--- src/rtl/erbp_pkg.sv ---
// Package for the retry backoff policy block.
// Holds widths, error-kind and class codes, register indexes and shared types.
// No dependencies.
package erbp_pkg;

    localparam int DELAY_BITS = 16;
    localparam int SCALED_W   = DELAY_BITS + 3;
    localparam int GROWTH_W   = 5;
    localparam int PROD_W     = SCALED_W + GROWTH_W;
    localparam int KIND_W     = 3;
    localparam int TRIES_W    = 8;
    localparam int CLASS_W    = 7;
    localparam int DELAY_MS_W = 19;
    localparam int CFG_IDX_W  = 3;
    localparam int LIMIT_W    = 8;

    localparam int QDEPTH = 2;
    localparam int QPTR_W = (QDEPTH > 1) ? $clog2(QDEPTH) : 1;
    localparam int QCNT_W = $clog2(QDEPTH + 1);

    localparam logic [KIND_W-1:0] KIND_EIO       = 3'd0;
    localparam logic [KIND_W-1:0] KIND_ETIMEDOUT = 3'd1;
    localparam logic [KIND_W-1:0] KIND_ENOMEM    = 3'd2;
    localparam logic [KIND_W-1:0] KIND_ENODEV    = 3'd3;
    localparam logic [KIND_W-1:0] KIND_EREMOTEIO = 3'd4;

    localparam int CLS_TRANSIENT  = 0;
    localparam int CLS_PERSISTENT = 1;
    localparam int CLS_HARDWARE   = 2;
    localparam int CLS_TIMEOUT    = 3;
    localparam int CLS_CRITICAL   = 4;
    localparam int CLS_MEMORY     = 5;
    localparam int CLS_DEVICE     = 6;

    localparam logic [CFG_IDX_W-1:0] CFG_RETRY_LIMIT      = 3'd0;
    localparam logic [CFG_IDX_W-1:0] CFG_BASE_MS          = 3'd1;
    localparam logic [CFG_IDX_W-1:0] CFG_DELAY_CAP        = 3'd2;
    localparam logic [CFG_IDX_W-1:0] CFG_GROWTH_FACTOR    = 3'd3;
    localparam logic [CFG_IDX_W-1:0] CFG_PERSISTENT_LIMIT = 3'd4;
    localparam logic [CFG_IDX_W-1:0] CFG_FAST_FAIL        = 3'd5;

    typedef struct packed {
        logic [LIMIT_W-1:0]    retry_limit;
        logic [DELAY_BITS-1:0] base_ms;
        logic [DELAY_BITS-1:0] delay_cap;
        logic [GROWTH_W-1:0]   growth_factor;
        logic [LIMIT_W-1:0]    persistent_limit;
        logic                  fast_fail;
    } cfg_t;

    localparam cfg_t CFG_RESET = '{
        retry_limit:      8'd5,
        base_ms:          DELAY_BITS'(10),
        delay_cap:        DELAY_BITS'(5000),
        growth_factor:    5'd2,
        persistent_limit: 8'd3,
        fast_fail:        1'b1
    };

    typedef struct packed {
        logic [CLASS_W-1:0]  cls_bits;
        logic                do_retry;
        logic [TRIES_W-1:0]  tries;
        logic [SCALED_W-1:0] delay;
    } item_t;

endpackage

--- src/rtl/erbp_front.sv ---
// Front end: accepts a word, classifies the error, decides on retry
// and scales the base delay by class. Depends on erbp_pkg.
module erbp_front (
    input  logic                         s_valid,
    output logic                         s_ready,
    input  logic [erbp_pkg::KIND_W-1:0]  s_error_kind,
    input  logic [erbp_pkg::TRIES_W-1:0] s_retry_count,
    input  logic                         s_memory_pressure,
    input  erbp_pkg::cfg_t               cfg,
    input  logic                         q_full,
    output logic                         push,
    output erbp_pkg::item_t              push_item
);
    import erbp_pkg::*;

    logic [CLASS_W-1:0]  cls;
    logic                retry;
    logic [SCALED_W-1:0] base_ext;
    logic [SCALED_W-1:0] scaled;

    assign s_ready = !q_full;
    assign push    = s_valid && !q_full;

    always_comb begin
        cls = '0;
        unique case (s_error_kind)
            KIND_EIO: begin
                if (s_retry_count < 8'd2) begin
                    cls[CLS_TRANSIENT] = 1'b1;
                end else begin
                    cls[CLS_PERSISTENT] = 1'b1;
                    cls[CLS_HARDWARE]   = 1'b1;
                end
            end
            KIND_ETIMEDOUT: begin
                cls[CLS_TRANSIENT]  = 1'b1;
                cls[CLS_TIMEOUT]    = 1'b1;
                cls[CLS_PERSISTENT] = (s_retry_count > 8'd3);
            end
            KIND_ENOMEM: begin
                cls[CLS_CRITICAL] = 1'b1;
                cls[CLS_MEMORY]   = 1'b1;
            end
            KIND_ENODEV: begin
                cls[CLS_CRITICAL]   = 1'b1;
                cls[CLS_DEVICE]     = 1'b1;
                cls[CLS_PERSISTENT] = 1'b1;
            end
            KIND_EREMOTEIO: begin
                cls[CLS_TRANSIENT] = 1'b1;
                cls[CLS_HARDWARE]  = (s_retry_count > 8'd2);
            end
            default: begin
                if (s_retry_count == '0) begin
                    cls[CLS_TRANSIENT] = 1'b1;
                end else begin
                    cls[CLS_PERSISTENT] = 1'b1;
                end
            end
        endcase
    end

    always_comb begin
        priority if (cfg.fast_fail && cls[CLS_CRITICAL]) begin
            retry = 1'b0;
        end else if (cls[CLS_DEVICE]) begin
            retry = 1'b0;
        end else if (s_retry_count >= cfg.retry_limit) begin
            retry = 1'b0;
        end else if (cls[CLS_PERSISTENT] && s_retry_count >= cfg.persistent_limit) begin
            retry = 1'b0;
        end else if (cls[CLS_MEMORY]) begin
            retry = (s_retry_count == '0) && !s_memory_pressure;
        end else if (cls[CLS_TRANSIENT]) begin
            retry = 1'b1;
        end else begin
            retry = (s_retry_count < 8'd2);
        end
    end

    assign base_ext = SCALED_W'(cfg.base_ms);

    always_comb begin
        priority if (cls[CLS_TIMEOUT]) begin
            scaled = base_ext << 1;
        end else if (cls[CLS_MEMORY]) begin
            scaled = (s_retry_count == '0) ? SCALED_W'(1) : base_ext + (base_ext << 2);
        end else if (cls[CLS_HARDWARE]) begin
            scaled = base_ext + (base_ext << 1);
        end else begin
            scaled = base_ext;
        end
    end

    always_comb begin
        push_item.cls_bits = cls;
        push_item.do_retry = retry;
        push_item.tries    = s_retry_count;
        push_item.delay    = scaled;
    end

endmodule

--- src/rtl/erbp_queue.sv ---
// Short FIFO of classified words between front and back ends.
// Depends on erbp_pkg.
module erbp_queue (
    input  logic            aclk,
    input  logic            aresetn,
    input  logic            push,
    input  erbp_pkg::item_t push_item,
    output logic            full,
    input  logic            pop,
    output logic            q_valid,
    output erbp_pkg::item_t q_item
);
    import erbp_pkg::*;

    item_t             mem_reg [QDEPTH];
    logic [QPTR_W-1:0] wr_ptr_reg, wr_ptr_next;
    logic [QPTR_W-1:0] rd_ptr_reg, rd_ptr_next;
    logic [QCNT_W-1:0] cnt_reg, cnt_next;
    logic              do_push, do_pop;

    assign full    = (cnt_reg == QCNT_W'(QDEPTH));
    assign q_valid = (cnt_reg != '0);
    assign q_item  = mem_reg[rd_ptr_reg];
    assign do_push = push && !full;
    assign do_pop  = pop && q_valid;

    always_comb begin
        wr_ptr_next = wr_ptr_reg;
        rd_ptr_next = rd_ptr_reg;
        cnt_next    = cnt_reg;
        if (do_push) begin
            wr_ptr_next = (wr_ptr_reg == QPTR_W'(QDEPTH - 1)) ? '0 : wr_ptr_reg + 1'b1;
        end
        if (do_pop) begin
            rd_ptr_next = (rd_ptr_reg == QPTR_W'(QDEPTH - 1)) ? '0 : rd_ptr_reg + 1'b1;
        end
        if (do_push && !do_pop) begin
            cnt_next = cnt_reg + 1'b1;
        end else if (do_pop && !do_push) begin
            cnt_next = cnt_reg - 1'b1;
        end
    end

    always_ff @(posedge aclk) begin
        if (!aresetn) begin
            wr_ptr_reg <= '0;
            rd_ptr_reg <= '0;
            cnt_reg    <= '0;
        end else begin
            wr_ptr_reg <= wr_ptr_next;
            rd_ptr_reg <= rd_ptr_next;
            cnt_reg    <= cnt_next;
        end
    end

    always_ff @(posedge aclk) begin
        if (do_push) begin
            mem_reg[wr_ptr_reg] <= push_item;
        end
    end

    a_cnt_range: assert property (@(posedge aclk) disable iff (!aresetn)
        cnt_reg <= QCNT_W'(QDEPTH))
        else $error("queue count out of range");

    a_push_nonempty: assert property (@(posedge aclk) disable iff (!aresetn)
        do_push |=> q_valid)
        else $error("queue empty after push");

endmodule

--- src/rtl/erbp_back.sv ---
// Back end: iterative capped growth of the delay, one multiply per cycle,
// and the result output register. Depends on erbp_pkg.
module erbp_back (
    input  logic                            aclk,
    input  logic                            aresetn,
    input  erbp_pkg::cfg_t                  cfg,
    input  logic                            q_valid,
    input  erbp_pkg::item_t                 q_item,
    output logic                            q_pop,
    output logic                            m_valid,
    input  logic                            m_ready,
    output logic [erbp_pkg::CLASS_W-1:0]    m_error_class,
    output logic                            m_do_retry,
    output logic [erbp_pkg::DELAY_MS_W-1:0] m_delay_ms
);
    import erbp_pkg::*;

    localparam logic ST_IDLE = 1'b0;
    localparam logic ST_RUN  = 1'b1;

    logic                  state_reg, state_next;
    logic [TRIES_W-1:0]    cnt_reg, cnt_next;
    logic [SCALED_W-1:0]   d_reg, d_next;
    logic [CLASS_W-1:0]    cls_reg, cls_next;
    logic                  retry_reg, retry_next;
    logic                  m_valid_reg, m_valid_next;
    logic [CLASS_W-1:0]    m_class_reg, m_class_next;
    logic                  m_retry_reg, m_retry_next;
    logic [DELAY_MS_W-1:0] m_delay_reg, m_delay_next;
    logic [PROD_W-1:0]     prod;
    logic                  over;
    logic                  out_free;

    assign prod     = PROD_W'(d_reg) * PROD_W'(cfg.growth_factor);
    assign over     = prod > PROD_W'(cfg.delay_cap);
    assign out_free = !m_valid_reg || m_ready;

    always_comb begin
        state_next   = state_reg;
        cnt_next     = cnt_reg;
        d_next       = d_reg;
        cls_next     = cls_reg;
        retry_next   = retry_reg;
        m_valid_next = m_valid_reg;
        m_class_next = m_class_reg;
        m_retry_next = m_retry_reg;
        m_delay_next = m_delay_reg;
        q_pop        = 1'b0;
        if (m_valid_reg && m_ready) begin
            m_valid_next = 1'b0;
        end
        unique case (state_reg)
            ST_IDLE: begin
                if (q_valid) begin
                    q_pop      = 1'b1;
                    cnt_next   = q_item.tries;
                    d_next     = q_item.delay;
                    cls_next   = q_item.cls_bits;
                    retry_next = q_item.do_retry;
                    state_next = ST_RUN;
                end
            end
            ST_RUN: begin
                if (cnt_reg == '0) begin
                    if (out_free) begin
                        m_valid_next = 1'b1;
                        m_class_next = cls_reg;
                        m_retry_next = retry_reg;
                        m_delay_next = DELAY_MS_W'(d_reg);
                        state_next   = ST_IDLE;
                    end
                end else if (over) begin
                    d_next   = SCALED_W'(cfg.delay_cap);
                    cnt_next = '0;
                end else begin
                    // factor 0/1 or zero delay: later steps change nothing
                    d_next = prod[SCALED_W-1:0];
                    if (cfg.growth_factor <= 5'd1 || prod == '0) begin
                        cnt_next = '0;
                    end else begin
                        cnt_next = cnt_reg - 1'b1;
                    end
                end
            end
        endcase
    end

    always_ff @(posedge aclk) begin
        if (!aresetn) begin
            state_reg   <= ST_IDLE;
            m_valid_reg <= 1'b0;
        end else begin
            state_reg   <= state_next;
            m_valid_reg <= m_valid_next;
        end
    end

    always_ff @(posedge aclk) begin
        cnt_reg     <= cnt_next;
        d_reg       <= d_next;
        cls_reg     <= cls_next;
        retry_reg   <= retry_next;
        m_class_reg <= m_class_next;
        m_retry_reg <= m_retry_next;
        m_delay_reg <= m_delay_next;
    end

    assign m_valid       = m_valid_reg;
    assign m_error_class = m_class_reg;
    assign m_do_retry    = m_retry_reg;
    assign m_delay_ms    = m_delay_reg;

    a_out_from_run: assert property (@(posedge aclk) disable iff (!aresetn)
        $rose(m_valid_reg) |-> $past(state_reg) == ST_RUN && $past(cnt_reg) == '0)
        else $error("result loaded outside a finished run");

    a_step_capped: assert property (@(posedge aclk) disable iff (!aresetn)
        (state_reg == ST_RUN && cnt_reg != '0) |=>
        d_reg <= SCALED_W'($past(cfg.delay_cap)))
        else $error("growth step left delay above cap");

    a_pop_idle: assert property (@(posedge aclk) disable iff (!aresetn)
        q_pop |=> state_reg == ST_RUN && cnt_reg == $past(q_item.tries))
        else $error("popped word not loaded into run");

endmodule

--- src/rtl/io_error_retry_backoff_policy.sv ---
// Retry backoff policy, top level: config registers, front end, queue, back end.
// The back end pops a word, runs n growth steps, n <= min(retry_count, DELAY_BITS),
// then loads the result into the output register once that register is free.
// It takes no new word from the queue until the current result is loaded.
// Reset (aresetn, synchronous, low): queue and pipeline empty, registers to defaults.
// Depends on erbp_pkg, erbp_front, erbp_queue, erbp_back.
module io_error_retry_backoff_policy (
    input  logic                              aclk,
    input  logic                              aresetn,
    input  logic                              s_valid,
    output logic                              s_ready,
    input  logic [erbp_pkg::KIND_W-1:0]       s_error_kind,
    input  logic [erbp_pkg::TRIES_W-1:0]      s_retry_count,
    input  logic                              s_memory_pressure,
    output logic                              m_valid,
    input  logic                              m_ready,
    output logic [erbp_pkg::CLASS_W-1:0]      m_error_class,
    output logic                              m_do_retry,
    output logic [erbp_pkg::DELAY_MS_W-1:0]   m_delay_ms,
    input  logic                              cfg_we,
    input  logic [erbp_pkg::CFG_IDX_W-1:0]    cfg_index,
    input  logic [erbp_pkg::DELAY_BITS-1:0]   cfg_data
);
    import erbp_pkg::*;

    cfg_t  cfg_reg, cfg_next;
    logic  push, q_full, q_valid, q_pop;
    item_t push_item, q_item;

    always_comb begin
        cfg_next = cfg_reg;
        if (cfg_we) begin
            unique case (cfg_index)
                CFG_RETRY_LIMIT:      cfg_next.retry_limit      = cfg_data[LIMIT_W-1:0];
                CFG_BASE_MS:          cfg_next.base_ms          = cfg_data;
                CFG_DELAY_CAP:        cfg_next.delay_cap        = cfg_data;
                CFG_GROWTH_FACTOR:    cfg_next.growth_factor    = cfg_data[GROWTH_W-1:0];
                CFG_PERSISTENT_LIMIT: cfg_next.persistent_limit = cfg_data[LIMIT_W-1:0];
                CFG_FAST_FAIL:        cfg_next.fast_fail        = cfg_data[0];
                default:              cfg_next = cfg_reg;
            endcase
        end
    end

    always_ff @(posedge aclk) begin
        if (!aresetn) begin
            cfg_reg <= CFG_RESET;
        end else begin
            cfg_reg <= cfg_next;
        end
    end

    erbp_front u_front (
        .s_valid           (s_valid),
        .s_ready           (s_ready),
        .s_error_kind      (s_error_kind),
        .s_retry_count     (s_retry_count),
        .s_memory_pressure (s_memory_pressure),
        .cfg               (cfg_reg),
        .q_full            (q_full),
        .push              (push),
        .push_item         (push_item)
    );

    erbp_queue u_queue (
        .aclk      (aclk),
        .aresetn   (aresetn),
        .push      (push),
        .push_item (push_item),
        .full      (q_full),
        .pop       (q_pop),
        .q_valid   (q_valid),
        .q_item    (q_item)
    );

    erbp_back u_back (
        .aclk          (aclk),
        .aresetn       (aresetn),
        .cfg           (cfg_reg),
        .q_valid       (q_valid),
        .q_item        (q_item),
        .q_pop         (q_pop),
        .m_valid       (m_valid),
        .m_ready       (m_ready),
        .m_error_class (m_error_class),
        .m_do_retry    (m_do_retry),
        .m_delay_ms    (m_delay_ms)
    );

endmodule
--- config.mk ---
export PLATFORM = sky130hd
export DESIGN_NAME = io_error_retry_backoff_policy
export DESIGN_NICKNAME = d
export VERILOG_FILES = /design/src/rtl/erbp_pkg.sv /design/src/rtl/erbp_front.sv /design/src/rtl/erbp_queue.sv /design/src/rtl/erbp_back.sv /design/src/rtl/io_error_retry_backoff_policy.sv
export SDC_FILE = /design/constraint.sdc
export NUM_CORES = 1
export LEC_CHECK = 0
export BUFFER_PORTS_ARGS = -buffer_cell sky130_fd_sc_hd__buf_4
export CAP_MARGIN = 0
export CORE_ASPECT_RATIO = 0.8
export CORE_MARGIN = 3
export CORE_UTILIZATION = 53
export CTS_CLUSTER_DIAMETER = 150
export DETAILED_ROUTE_END_ITERATION = 7
export PLACE_DENSITY_LB_ADDON = 0.05
export SYNTH_ARGS = -nofsm -noshare
export SYNTH_HDL_FRONTEND = slang
export SYNTH_SLANG_ARGS = --single-unit
--- constraint.sdc ---
create_clock -name aclk -period 9.1 [get_ports aclk]
set_input_delay 0.455 -clock aclk [delete_from_list [all_inputs] [get_ports aclk]]
set_output_delay 0.455 -clock aclk [all_outputs]
set_load 0.02 [all_outputs]
==> impl_metrics.py <==
metrics = {
    "outcome": {
        "status": "complete, no violations",
    },
    "clocking": {
        "cts_hold_buf": 0,
        "post-cts-setup-buffer-count": 0,
        "cts_resized": 0,
        "htree_num_levels": 4,
        "cts_root_buffer": "clkbuf_16",
        "path_clk_slew_ps": 70,
        "numCtsBuffers": 17,
        "cts_buffer_depth": 2,
        "clk_latency_ps": 430,
        "cts_num_sinks": 193,
        "cts_tree": "done",
    },
    "power": {
        "ir_drop_mv": 0.170,
        "p_leak_nw": 6.07,
        "powerDensity_nw_per_um2": 220,
    },
    "timing": {
        "slew_headroom": 0.263,
        "fin_skew_ps": 11.4,
        "worst_slew_pin_slew_ps": 1100,
        "rsz0062_at_grt": "no",
        "hold_viol_final": 0,
        "tns_ps": 0,
        "min_period_ps": 7580,
        "slew_violations": 0,
        "fmax_mhz": 132,
        "setup_viol": 0,
        "post-route-period-util": 0.833,
    },
    "critical_path": {
        "endpoint_kind": "register",
        "worstPathRequired_ps": 9380,
        "cp_max_fo": 21,
        "crit_arrival_ps": 7860,
        "critPathKind": "register to register",
        "cp-start-kind": "register",
    },
    "detailed_routing": {
        "drtAntennaViolNets": 0,
        "wl_mm": 31.8,
        "vias_per_cell": 5.82,
        "via_count": 10000,
        "drc": 0,
        "drt_iter0_markers": 816,
        "wl_per_cell_um": 18.5,
        "drtPass1Iterations": 5,
    },
    "synth": {
        "synth_xor_area_frac": 0.0272,
        "synth_fa_ha_area_frac": 0.172,
        "synthArstFlopShare": 0,
        "netlist_area_sq_um": 13200,
        "synthDistinctLibCells": 70,
        "synth_simple_gate_area_share": 0.172,
        "synth_top_family_by_area": "simple AND/OR/NAND/NOR gates",
        "synth_edf_count": 132,
        "synth_nets": 1544,
        "syn_inst": 1359,
        "ys_seq_elements": 193,
        "yosys.area.top_type": "edfxtp_1",
        "synth_mux_area_frac": 0.0220,
        "synth_compound_area_frac": 0.161,
        "synth.top_cells.by_area": "edfxtp_1, dfxtp_1, ha_1",
        "ys_seq_area_frac": 0.393,
        "yosys_warnings": 0,
        "yosys.area.top_type_share": 0.301,
        "syn_area_per_cell_sq_um": 9.70,
        "yosys_most_used_dff": "edfxtp_1",
    },
    "floorplan": {
        "core_sq_um": 23900,
        "die_area_sq_um": 26800,
        "die_width_um": 182,
        "initial_core_util": 0.552,
        "die_y_um": 147,
        "pin_count": 65,
        "rows": 50,
    },
    "cells_and_area": {
        "fin_cells": 1720,
        "antennaDiodeCount": 0,
        "layout_common_cells": "nand2_1, edfxtp_1, inv_1",
        "final_util": 0.604,
        "largest_reg_flops": 70,
        "nNetsFinal": 1580,
        "area_growth_pct": 9.54,
        "layout_commonest_cell": "nand2_1",
        "drive_above_1_share": 0.0874,
    },
    "placed_design": {
        "hpwl_mm": 23.6,
        "gp_congestion": 0.984,
        "dpl.cell_count": 1688,
        "port_buffers": 64,
    },
    "global_route": {
        "grt_overflow_total": 0,
        "grt_start_max_net_pins": 62,
        "antenna_found_initial": 0,
        "grt_usage": 0.241,
        "grt_pass1_wl_mm": 51.3,
        "grt_pass1_vias": 9405,
    },
    "min_path": {
        "min_path_type": "primary input to register",
    },
    "flow_run": {
        "cap_violations": 0,
    },
}
==> logic make-up (layout without fill, tap and decap cells) <==
family,count (synthesis),in the layout
multiplexers,28,28
flip-flops,193,193
AO/OA/AOI/OAI,305,305
XOR/XNOR,41,41
buffers and inverters,185,234
adder cells (fa/ha/maj),149,149
AND/OR/NAND/NOR,458,458
==> worst max-delay path, cell delays in order, from the launching register on <==
cell and delay, ps:
dfxtp_1 780, nand2_1 170, fa_1 550, fa_1 520
fa_1 560, inv_1 50, ha_1 340, o21ai_0 120
o21bai_1 230, a2bb2oi_1 520, o21ai_0 330, o21bai_1 220
xor2_1 300, ha_1 320, a21oi_1 200, nand3b_1 90
o311ai_0 400, o211ai_1 150, a2111o_1 350, nand4b_4 350
or3_1 630, o22ai_2 230
==> power breakdown <==
group / leakage, nW / switching, mW / total, mW / internal [mW]
logic: 4.06 / 0.736 / 1.19 / 0.451
clock network: 0.262 / 0.343 / 0.698 / 0.355
registers: 1.75 / 0.146 / 1.30 / 1.15
==> final timing paths <==
path / startpoint / slack [ps] / endpoint / depth (start not counted)
worst max-delay path: cfg_reg[13] / 1520 / u_back.cnt_reg[7] / 21
worst max register to register: cfg_reg[13] / 1520 / u_back.cnt_reg[7] / 21
worst min-delay path: s_retry_count[6] / 250 / u_queue.mem_reg[0][25] / 1
worst min register to register: u_back.retry_reg / 420 / u_back.m_do_retry / 0
==> cell usage after synthesis (8+ instances only) <==
| library cell | count |
|---|---|
| a211oi_1 | 21 |
| a21boi_0 | 40 |
| a21o_1 | 25 |
| a21oi_1 | 49 |
| a311oi_1 | 11 |
| a31oi_1 | 16 |
| and2_1 | 73 |
| clkbuf_1 | 43 |
| dfxtp_1 | 61 |
| edfxtp_1 | 132 |
| fa_1 | 53 |
| ha_1 | 96 |
| inv_1 | 130 |
| mux2_2 | 8 |
| mux2i_1 | 20 |
| nand2_1 | 181 |
| nand2b_1 | 12 |
| nand3_1 | 21 |
| nor2_1 | 60 |
| nor2b_1 | 33 |
| nor3_1 | 17 |
| nor4_1 | 12 |
| o211ai_1 | 13 |
| o21a_1 | 16 |
| o21ai_0 | 53 |
| or3_1 | 14 |
| xnor2_1 | 19 |
| xor2_1 | 22 |
==> through the flow <==
stage | worst slack [ps] | hold slack [ps] | area (sq um) | power, mW
after floorplan | 2930 | 400 | 13200 | 2.13
after global placement | 1950 | 401 | 13900 | 2.48
after detailed placement | 1700 | 406 | 13900 | 2.49
after CTS | 1620 | 235 | 14400 | 3.19
after global routing | 1010 | 227 | 14400 | 3.40
final | 1520 | 251 | 14400 | 3.18
==> cell type report <==
cell class	count	area [sq um]
Timing Repair Buffer	70	526
Tap cell	312	390
Fill cell	2083	9450
Clock inverter	14	108
Inverter	132	495
Sequential cell	193	5190
Clock buffer	18	429
Multi-Input combinational cell	981	7310
==> layer usage <==
layer  up-vias  share of wire  GRT usage  wire length (um)
li1       4867              -          -                 -
met1      4836           0.49      0.364             15500
met2       283           0.44      0.366             14000
met3        27          0.059     0.0418              1880
met4         0          0.013     0.0510               409
met5         -              0          0                 0
(Power assumes the default switching activity.)
